[src/rtl/skq_pkg.sv]
// Shared types for the sorted key queue.
// Holds the operation codes and the key compare result; no dependencies.
`default_nettype none
package skq_pkg;

  typedef enum logic [2:0] {
    OP_INSERT = 3'd0,
    OP_FIND_EQ = 3'd1,
    OP_FIND_LT = 3'd2,
    OP_FIND_GT = 3'd3,
    OP_BY_POS = 3'd4
  } op_e;

  typedef struct packed {
    logic lt;
    logic eq;
    logic gt;
  } cmp_t;

endpackage
`default_nettype wire

[src/rtl/sorted_key_queue_top.sv]
// Sorted key queue top: sequencer around one entry RAM and a key comparator.
// Depends on skq_pkg, skq_ram and skq_cmp.
//
// Entries are kept in ascending key order in a RAM with registered read;
// the sequencer walks it one entry at a time, a read state before each
// check or write. An insert scans to the insert position, shifts the entries
// from there to the end up by one, last first, and writes the new entry; a
// lookup scans to the hit, to a greater key for an equal-key lookup, or to
// the end; a removal then shifts the later entries down by one; a position
// lookup reads its one entry. A refused insert, a position not below the
// count or an unknown operation goes straight to the result. The sequencer
// then returns to idle, where the next beat is taken. A new beat is taken
// while the previous result still waits on the master side; a finished
// result holds the sequencer until that beat leaves.
`default_nettype none
module sorted_key_queue_top #(
  parameter int CAPACITY = 16,
  parameter int KEY_BITS = 32,
  parameter int PAYLOAD_BITS = 32
) (
  input  wire logic        clk_i,
  input  wire logic        rst_ni,
  input  wire logic        cfg_we_i,
  input  wire logic        cfg_wdata_i,
  input  wire logic        s_axis_tvalid,
  output logic             s_axis_tready,
  // key[31:0], payload[63:32], position[67:64], zero fill
  input  wire logic [71:0] s_axis_tdata,
  // operation[2:0], remove[3]
  input  wire logic [3:0]  s_axis_tuser,
  output logic             m_axis_tvalid,
  input  wire logic        m_axis_tready,
  // found_key[31:0], found_payload[63:32], entry_count[68:64], zero fill
  output logic [71:0]      m_axis_tdata,
  // found[0], rejected[1]
  output logic [1:0]       m_axis_tuser
);

  localparam int AW = (CAPACITY > 1) ? $clog2(CAPACITY) : 1;
  localparam int CW = $clog2(CAPACITY + 1);
  localparam int MW = (CW > 4) ? CW : 4;
  localparam int EW = KEY_BITS + PAYLOAD_BITS;

  typedef enum logic [3:0] {
    ST_IDLE, ST_SCAN_RD, ST_SCAN_CK, ST_SHIFT_RD, ST_SHIFT_WR, ST_PUT,
    ST_FETCH_RD, ST_FETCH_CK, ST_DEL_RD, ST_DEL_WR, ST_DONE
  } state_e;

  state_e                  state_q;
  logic                    signed_q;
  logic [CW-1:0]           cnt_q, idx_q, at_q;
  logic [2:0]              op_q;
  logic                    rem_q;
  logic [KEY_BITS-1:0]     key_q, res_key_q;
  logic [PAYLOAD_BITS-1:0] pay_q, res_pay_q;
  logic                    res_found_q, res_rej_q;
  logic                    out_valid_q;
  logic [71:0]             out_data_q;
  logic [1:0]              out_user_q;

  logic                    we;
  logic [AW-1:0]           waddr, raddr;
  logic [EW-1:0]           wdata, rdata;
  logic [KEY_BITS-1:0]     rd_key;
  logic [PAYLOAD_BITS-1:0] rd_pay;
  skq_pkg::cmp_t           cmp;
  logic [CW:0]             idx_inc;

  assign rd_key  = rdata[KEY_BITS-1:0];
  assign rd_pay  = rdata[EW-1:KEY_BITS];
  assign idx_inc = {1'b0, idx_q} + 1'b1;

  skq_ram #(.WIDTH(EW), .DEPTH(CAPACITY)) u_ram (
    .clk_i  (clk_i),
    .we_i   (we),
    .waddr_i(waddr),
    .wdata_i(wdata),
    .raddr_i(raddr),
    .rdata_o(rdata)
  );

  skq_cmp #(.KEY_BITS(KEY_BITS)) u_cmp (
    .a_i     (rd_key),
    .b_i     (key_q),
    .signed_i(signed_q),
    .res_o   (cmp)
  );

  always_comb begin
    we    = 1'b0;
    waddr = AW'(idx_q);
    wdata = rdata;
    raddr = AW'(idx_q);
    case (state_q)
      ST_SHIFT_RD: raddr = AW'(idx_q - 1'b1);
      ST_SHIFT_WR: we = 1'b1;
      ST_PUT: begin
        we    = 1'b1;
        waddr = AW'(at_q);
        wdata = {pay_q, key_q};
      end
      ST_DEL_RD:   raddr = AW'(idx_inc);
      ST_DEL_WR:   we = 1'b1;
      default: ;
    endcase
  end

  assign s_axis_tready = (state_q == ST_IDLE);
  assign m_axis_tvalid = out_valid_q;
  assign m_axis_tdata  = out_data_q;
  assign m_axis_tuser  = out_user_q;

  always_ff @(posedge clk_i or negedge rst_ni) begin
    if (!rst_ni) begin
      state_q     <= ST_IDLE;
      signed_q    <= 1'b0;
      cnt_q       <= '0;
      idx_q       <= '0;
      at_q        <= '0;
      op_q        <= '0;
      rem_q       <= 1'b0;
      key_q       <= '0;
      pay_q       <= '0;
      res_key_q   <= '0;
      res_pay_q   <= '0;
      res_found_q <= 1'b0;
      res_rej_q   <= 1'b0;
      out_valid_q <= 1'b0;
      out_data_q  <= '0;
      out_user_q  <= '0;
    end else begin
      if (cfg_we_i) begin
        signed_q <= cfg_wdata_i;
      end
      if (out_valid_q && m_axis_tready && state_q != ST_DONE) begin
        out_valid_q <= 1'b0;
      end
      unique case (state_q)
        ST_IDLE: begin
          if (s_axis_tvalid) begin
            op_q        <= s_axis_tuser[2:0];
            rem_q       <= s_axis_tuser[3];
            key_q       <= KEY_BITS'(s_axis_tdata[31:0]);
            pay_q       <= PAYLOAD_BITS'(s_axis_tdata[63:32]);
            res_found_q <= 1'b0;
            res_rej_q   <= 1'b0;
            res_key_q   <= '0;
            res_pay_q   <= '0;
            idx_q       <= '0;
            case (skq_pkg::op_e'(s_axis_tuser[2:0]))
              skq_pkg::OP_INSERT: begin
                if (cnt_q == CW'(CAPACITY)) begin
                  res_rej_q <= 1'b1;
                  state_q   <= ST_DONE;
                end else begin
                  state_q <= ST_SCAN_RD;
                end
              end
              skq_pkg::OP_FIND_EQ, skq_pkg::OP_FIND_LT, skq_pkg::OP_FIND_GT:
                state_q <= ST_SCAN_RD;
              skq_pkg::OP_BY_POS: begin
                if (MW'(s_axis_tdata[67:64]) < MW'(cnt_q)) begin
                  idx_q   <= CW'(s_axis_tdata[67:64]);
                  state_q <= ST_FETCH_RD;
                end else begin
                  state_q <= ST_DONE;
                end
              end
              default: state_q <= ST_DONE;
            endcase
          end
        end
        ST_SCAN_RD: begin
          if (idx_q == cnt_q) begin
            if (op_q == skq_pkg::OP_INSERT) begin
              at_q    <= idx_q;
              state_q <= ST_SHIFT_RD;
            end else begin
              state_q <= ST_DONE;
            end
          end else begin
            state_q <= ST_SCAN_CK;
          end
        end
        ST_SCAN_CK: begin
          if (op_q == skq_pkg::OP_INSERT) begin
            if (cmp.lt) begin
              idx_q   <= CW'(idx_inc);
              state_q <= ST_SCAN_RD;
            end else begin
              at_q    <= idx_q;
              idx_q   <= cnt_q;
              state_q <= ST_SHIFT_RD;
            end
          end else if ((op_q == skq_pkg::OP_FIND_EQ && cmp.eq) ||
                       (op_q == skq_pkg::OP_FIND_LT && cmp.lt) ||
                       (op_q == skq_pkg::OP_FIND_GT && cmp.gt)) begin
            res_found_q <= 1'b1;
            res_key_q   <= rd_key;
            res_pay_q   <= rd_pay;
            state_q     <= rem_q ? ST_DEL_RD : ST_DONE;
          end else if (op_q == skq_pkg::OP_FIND_EQ && cmp.gt) begin
            state_q <= ST_DONE;
          end else begin
            idx_q   <= CW'(idx_inc);
            state_q <= ST_SCAN_RD;
          end
        end
        ST_SHIFT_RD: state_q <= (idx_q == at_q) ? ST_PUT : ST_SHIFT_WR;
        ST_SHIFT_WR: begin
          idx_q   <= idx_q - 1'b1;
          state_q <= ST_SHIFT_RD;
        end
        ST_PUT: begin
          cnt_q       <= cnt_q + 1'b1;
          res_found_q <= 1'b1;
          res_key_q   <= key_q;
          res_pay_q   <= pay_q;
          state_q     <= ST_DONE;
        end
        ST_FETCH_RD: state_q <= ST_FETCH_CK;
        ST_FETCH_CK: begin
          res_found_q <= 1'b1;
          res_key_q   <= rd_key;
          res_pay_q   <= rd_pay;
          state_q     <= rem_q ? ST_DEL_RD : ST_DONE;
        end
        ST_DEL_RD: begin
          if (idx_inc >= {1'b0, cnt_q}) begin
            cnt_q   <= cnt_q - 1'b1;
            state_q <= ST_DONE;
          end else begin
            state_q <= ST_DEL_WR;
          end
        end
        ST_DEL_WR: begin
          idx_q   <= CW'(idx_inc);
          state_q <= ST_DEL_RD;
        end
        ST_DONE: begin
          if (!out_valid_q || m_axis_tready) begin
            out_valid_q <= 1'b1;
            out_data_q  <= {3'b000, 5'(cnt_q), 32'(res_pay_q), 32'(res_key_q)};
            out_user_q  <= {res_rej_q, res_found_q};
            state_q     <= ST_IDLE;
          end
        end
        default: state_q <= ST_IDLE;
      endcase
    end
  end

endmodule
`default_nettype wire

[src/rtl/skq_ram.sv]
// Generic single write port, single read port RAM with registered read.
// No dependencies.
`default_nettype none
module skq_ram #(
  parameter int WIDTH = 64,
  parameter int DEPTH = 16
) (
  input  wire logic                     clk_i,
  input  wire logic                     we_i,
  input  wire logic [$clog2(DEPTH)-1:0] waddr_i,
  input  wire logic [WIDTH-1:0]         wdata_i,
  input  wire logic [$clog2(DEPTH)-1:0] raddr_i,
  output logic      [WIDTH-1:0]         rdata_o
);

  logic [WIDTH-1:0] mem_q [DEPTH];

  always_ff @(posedge clk_i) begin
    if (we_i) begin
      mem_q[waddr_i] <= wdata_i;
    end
    rdata_o <= mem_q[raddr_i];
  end

endmodule
`default_nettype wire

[src/rtl/skq_cmp.sv]
// Key comparator, unsigned or two's complement.
// Uses skq_pkg::cmp_t.
`default_nettype none
module skq_cmp #(
  parameter int KEY_BITS = 32
) (
  input  wire logic [KEY_BITS-1:0] a_i,
  input  wire logic [KEY_BITS-1:0] b_i,
  input  wire logic                signed_i,
  output skq_pkg::cmp_t            res_o
);

  logic [KEY_BITS-1:0] a, b;

  always_comb begin
    a = a_i;
    b = b_i;
    a[KEY_BITS-1] = a_i[KEY_BITS-1] ^ signed_i;
    b[KEY_BITS-1] = b_i[KEY_BITS-1] ^ signed_i;
    res_o.lt = a < b;
    res_o.eq = a == b;
    res_o.gt = a > b;
  end

endmodule
`default_nettype wire
[config.mk]
export PLATFORM = sky130hd
export DESIGN_NAME = sorted_key_queue_top
export DESIGN_NICKNAME = d
export VERILOG_FILES = /design/src/rtl/skq_pkg.sv /design/src/rtl/sorted_key_queue_top.sv /design/src/rtl/skq_ram.sv /design/src/rtl/skq_cmp.sv
export SDC_FILE = /design/constraint.sdc
export NUM_CORES = 2
export LEC_CHECK = 0
export BUFFER_PORTS_ARGS = -buffer_cell sky130_fd_sc_hd__buf_2
export CORE_ASPECT_RATIO = 1.1
export CORE_MARGIN = 4
export CORE_UTILIZATION = 45
export CTS_CLUSTER_DIAMETER = 200
export DETAILED_ROUTE_END_ITERATION = 7
export PLACE_DENSITY_LB_ADDON = 0.08
export REMOVE_ABC_BUFFERS = 1
export SETUP_SLACK_MARGIN = 0.15
export SLEW_MARGIN = 20
export SYNTH_ARGS = -nofsm -noshare
export SYNTH_HDL_FRONTEND = slang
export SYNTH_HIERARCHICAL = 1
export SYNTH_SLANG_ARGS = --single-unit
[constraint.sdc]
create_clock -name clk_i -period 9.1 [get_ports clk_i]
set_input_delay 1.365 -clock clk_i [delete_from_list [all_inputs] [get_ports clk_i]]
set_output_delay 1.365 -clock clk_i [all_outputs]
set_load 0.02 [all_outputs]
==> results_dict.tcl <==
set metrics [dict create \
    grt_max_degree 147 \
    finalCritPeriodShare_pct 60.6 \
    max_cap_violations 0 \
    insertion_delay_ns 0.75 \
    viasPerCell 5.70 \
    gr-usage-all-layers_pct 20.2 \
    setup_violations 0 \
    pwr_density_cell_nw_per_um2 360 \
    grt_first_pass_wirelength_um 178000 \
    crit_fanout 55 \
    drc_errors 0 \
    yosysTopAreaCell "edfxtp_1" \
    ant_nets 0 \
    cts_hold_buf 0 \
    status "finished, final reports clean" \
    ys_types 71 \
    grt_pass1_vias 26953 \
    synthCells 2662 \
    cp_top_family "simple AND/OR/NAND/NOR gates" \
    routedWlPerCell_um 26.7 \
    yosys.area.top_type_share_pct 59.5 \
    rr_endpoint "u_ram/mem_q[7][57]$_DFFE_PP_" \
    dp_cells 4230 \
    syn_area_per_cell_um2 19.4 \
    ys_ff_latch 1314 \
    total_power_uw 21200 \
    cts.repair.resized 0 \
    crit_slowest_cell "buf_4" \
    slew_viol_final 0 \
    antenna_cells 0 \
    nets 2981 \
    cp.arrival_ns 5.86 \
    fin_skew_ns 0.0230 \
    crit_required_ns 9.45 \
    crit_start "state_q[0]$_DFFE_PN0P_" \
    start_util_pct 45.3 \
    overflow 0 \
    firstDrtPassIters 5 \
    place.gp.congestion 0.777 \
    crit_end "u_ram/mem_q[7][57]$_DFFE_PP_" \
    r2r-start "state_q[0]$_DFFE_PN0P_" \
    antenna_found_initial 3 \
    synth_common_cells "edfxtp_1 (1024), mux4_2 (256), dfrtp_1 (226)" \
    critPathBufInv 2 \
    instances_no_fill 4488 \
    clock.fmax_ghz 0.181 \
    synth-edff-count 1024 \
    rr_worst_depth 8 \
    die_x_um 331 \
    die_height_um 363 \
    rows 130 \
    drive_above_1_share_pct 33.9 \
    synth_flop_cell "edfxtp_1" \
    ir_drop_uv 279 \
    wl_um 120000 \
    cpPeakStageDelay_ns 0.89 \
    dr_total_vias 25567 \
    start_kind "register" \
    synth_area_leaders "edfxtp_1 (59%), mux4_2 (11%), dfrtp_1 (11%), mux2_2 (4.6%), a22oi_1 (2.8%)" \
    yosysMostFrequentCell "edfxtp_1" \
    cts_sinks 1314 \
    io-pin-count 158 \
    clkTransAtPathRegs_ns 0.06 \
    ys_seq_area_share_pct 72.9 \
    slew_headroom_pct 24.8 \
    clock_path_buffers 3 \
    path_cells "nor2b_1 > and3_4 > buf_4 > nand2_1 > o21ai_0 > nand2_1 > nor2_4 > buf_4" \
    yosysWarnings 6 \
    async_flop_share_pct 17.2 \
    fin_crit_ns 5.51 \
    tritoncts "built" \
    ctsHtreeMaxLevel 4 \
    post_cts_buffers 0 \
    cts_root_buf "clkbuf_16" \
    worstSetupPathType "reg2reg" \
    die-area_um2 120000 \
    hold_violations 0 \
    hold_path.class "reg2reg" \
    dp_hpwl_um 62900 \
    critPathCaptureType "register" \
    p_leak_uw 0.0199 \
    numCtsBuffers 139 \
    r2r_slack_ns 3.59 \
    core_um2 114000 \
    drt_iter0_markers 2185 \
    rsz0062_at_grt "false" \
    min_path_cells 2 \
    numPortBuffers 150 \
    tightest_slew_ns 1.13 \
    syn_area_um2 51700 \
    syn2layout_area_growth_pct 13.7 \
    path_depth 8 \
]
==> worst min path at each step <==
stage / startpoint / to / slack [ns]
finish: m_axis_tdata[67]$_DFFE_PN0P_ / m_axis_tdata[67]$_DFFE_PN0P_ / 0.48
detailed placement: m_axis_tdata[68]$_DFFE_PN0P_ / m_axis_tdata[68]$_DFFE_PN0P_ / 0.47
global route: m_axis_tdata[65]$_DFFE_PN0P_ / m_axis_tdata[65]$_DFFE_PN0P_ / 0.50
global placement: m_axis_tdata[68]$_DFFE_PN0P_ / m_axis_tdata[68]$_DFFE_PN0P_ / 0.46
floorplan: res_rej_q$_DFFE_PN0P_ / res_rej_q$_DFFE_PN0P_ / 0.45
CTS: m_axis_tdata[68]$_DFFE_PN0P_ / m_axis_tdata[68]$_DFFE_PN0P_ / 0.48
==> placed cells by master, fill, tap and decap left out, types with 8 or more instances in the layout <==
master / count
edfxtp_1: 1024
mux4_2: 256
dfrtp_1: 226
mux2_2: 209
a22oi_1: 196
clkbuf_16: 151
buf_2: 149
nand2_1: 91
dfxtp_1: 64
a21oi_2: 52
nor2_2: 50
ha_1: 45
inv_1: 42
buf_4: 40
clkbuf_1: 38
a21oi_1: 35
nor2_1: 30
o21ai_0: 20
clkinv_1: 20
clkinv_2: 18
clkbuf_8: 14
nor2_4: 13
xor2_1: 11
xnor2_1: 11
nand3_1: 10
bufinv_16: 9
buf_12: 9
nor2b_1: 8
==> registers in the layout (all words and copies together) (netlist names) <==
signal / flops
at_q: 5
cnt_q: 5
idx_q: 5
key_q: 32
m_axis_tdata: 69
m_axis_tuser: 2
m_axis_tvalid: 1
op_q: 3
pay_q: 32
rem_q: 1
res_found_q: 1
res_key_q: 32
res_pay_q: 32
res_rej_q: 1
signed_q: 1
state_q: 4
u_ram/mem_q: 1024
u_ram/rdata_o: 64
==> through the flow <==
stage / area (um^2) / hold WS [ns] / worst slack (ns) / setup TNS [ns] / util [%]
3_5_place_dp: 54100 / 0.471 / 3.55 / 0 / 47.4
3_3_place_gp: 54100 / 0.458 / 3.61 / 0 / 47.4
4_1_cts: 58800 / 0.485 / 3.53 / 0 / 51.5
5_1_grt: 58800 / 0.504 / 3.19 / 0 / 51.5
2_1_floorplan: 50800 / 0.446 / -17.18 / -1237.41 / -
6_report: 58800 / 0.477 / 3.59 / 0 / 51.5
==> final cells by class <==
class | instances | area, um^2
inverters | 43 | 161
fillers | 9259 | 55400
repair buffers | 199 | 1240
multi-input cells | 1156 | 13100
clock buffers | 203 | 4110
well taps | 1518 | 1900
clock inverters | 55 | 523
flip-flops and latches | 1314 | 37700
==> cells by family (layout without fill, tap and decap cells) <==
family,after synthesis,count (layout),share of synthesized area [%]
DFF,1314,1314,72.9
muxes,471,471,15.8
AOI/OAI and AO/OA,352,352,5.04
and+or+nand+nor,261,261,2.63
buffers and inverters,194,500,2.07
adders and majority gates,46,46,1.13
xor gates and xnor gates,23,23,0.390
other,1,3,0.00726
==> report_power, final <==
group | total [uW] | switching (uW) | internal, uW
clock | 5660 | 2260 | 3400
sequential | 8710 | 606 | 8100
combinational | 6800 | 3810 | 2990
==> worst register-to-register path, delay by kind of cell, from the launching register on <==
kind | cells | cell delay, ns
and+or+nand+nor | 5 | 2.47
DFF | 1 | 0.73
buffers and inverters | 2 | 1.54
AOI/OAI and AO/OA | 1 | 0.37
==> per-layer routing <==
layer  wire length [um]  global-route usage, %
met1              52900                   28.4
met2              58400                   32.8
met3               5670                   3.30
met4               2740                   5.88
met5                  0                      0
Power figures use the tool's default switching activity.
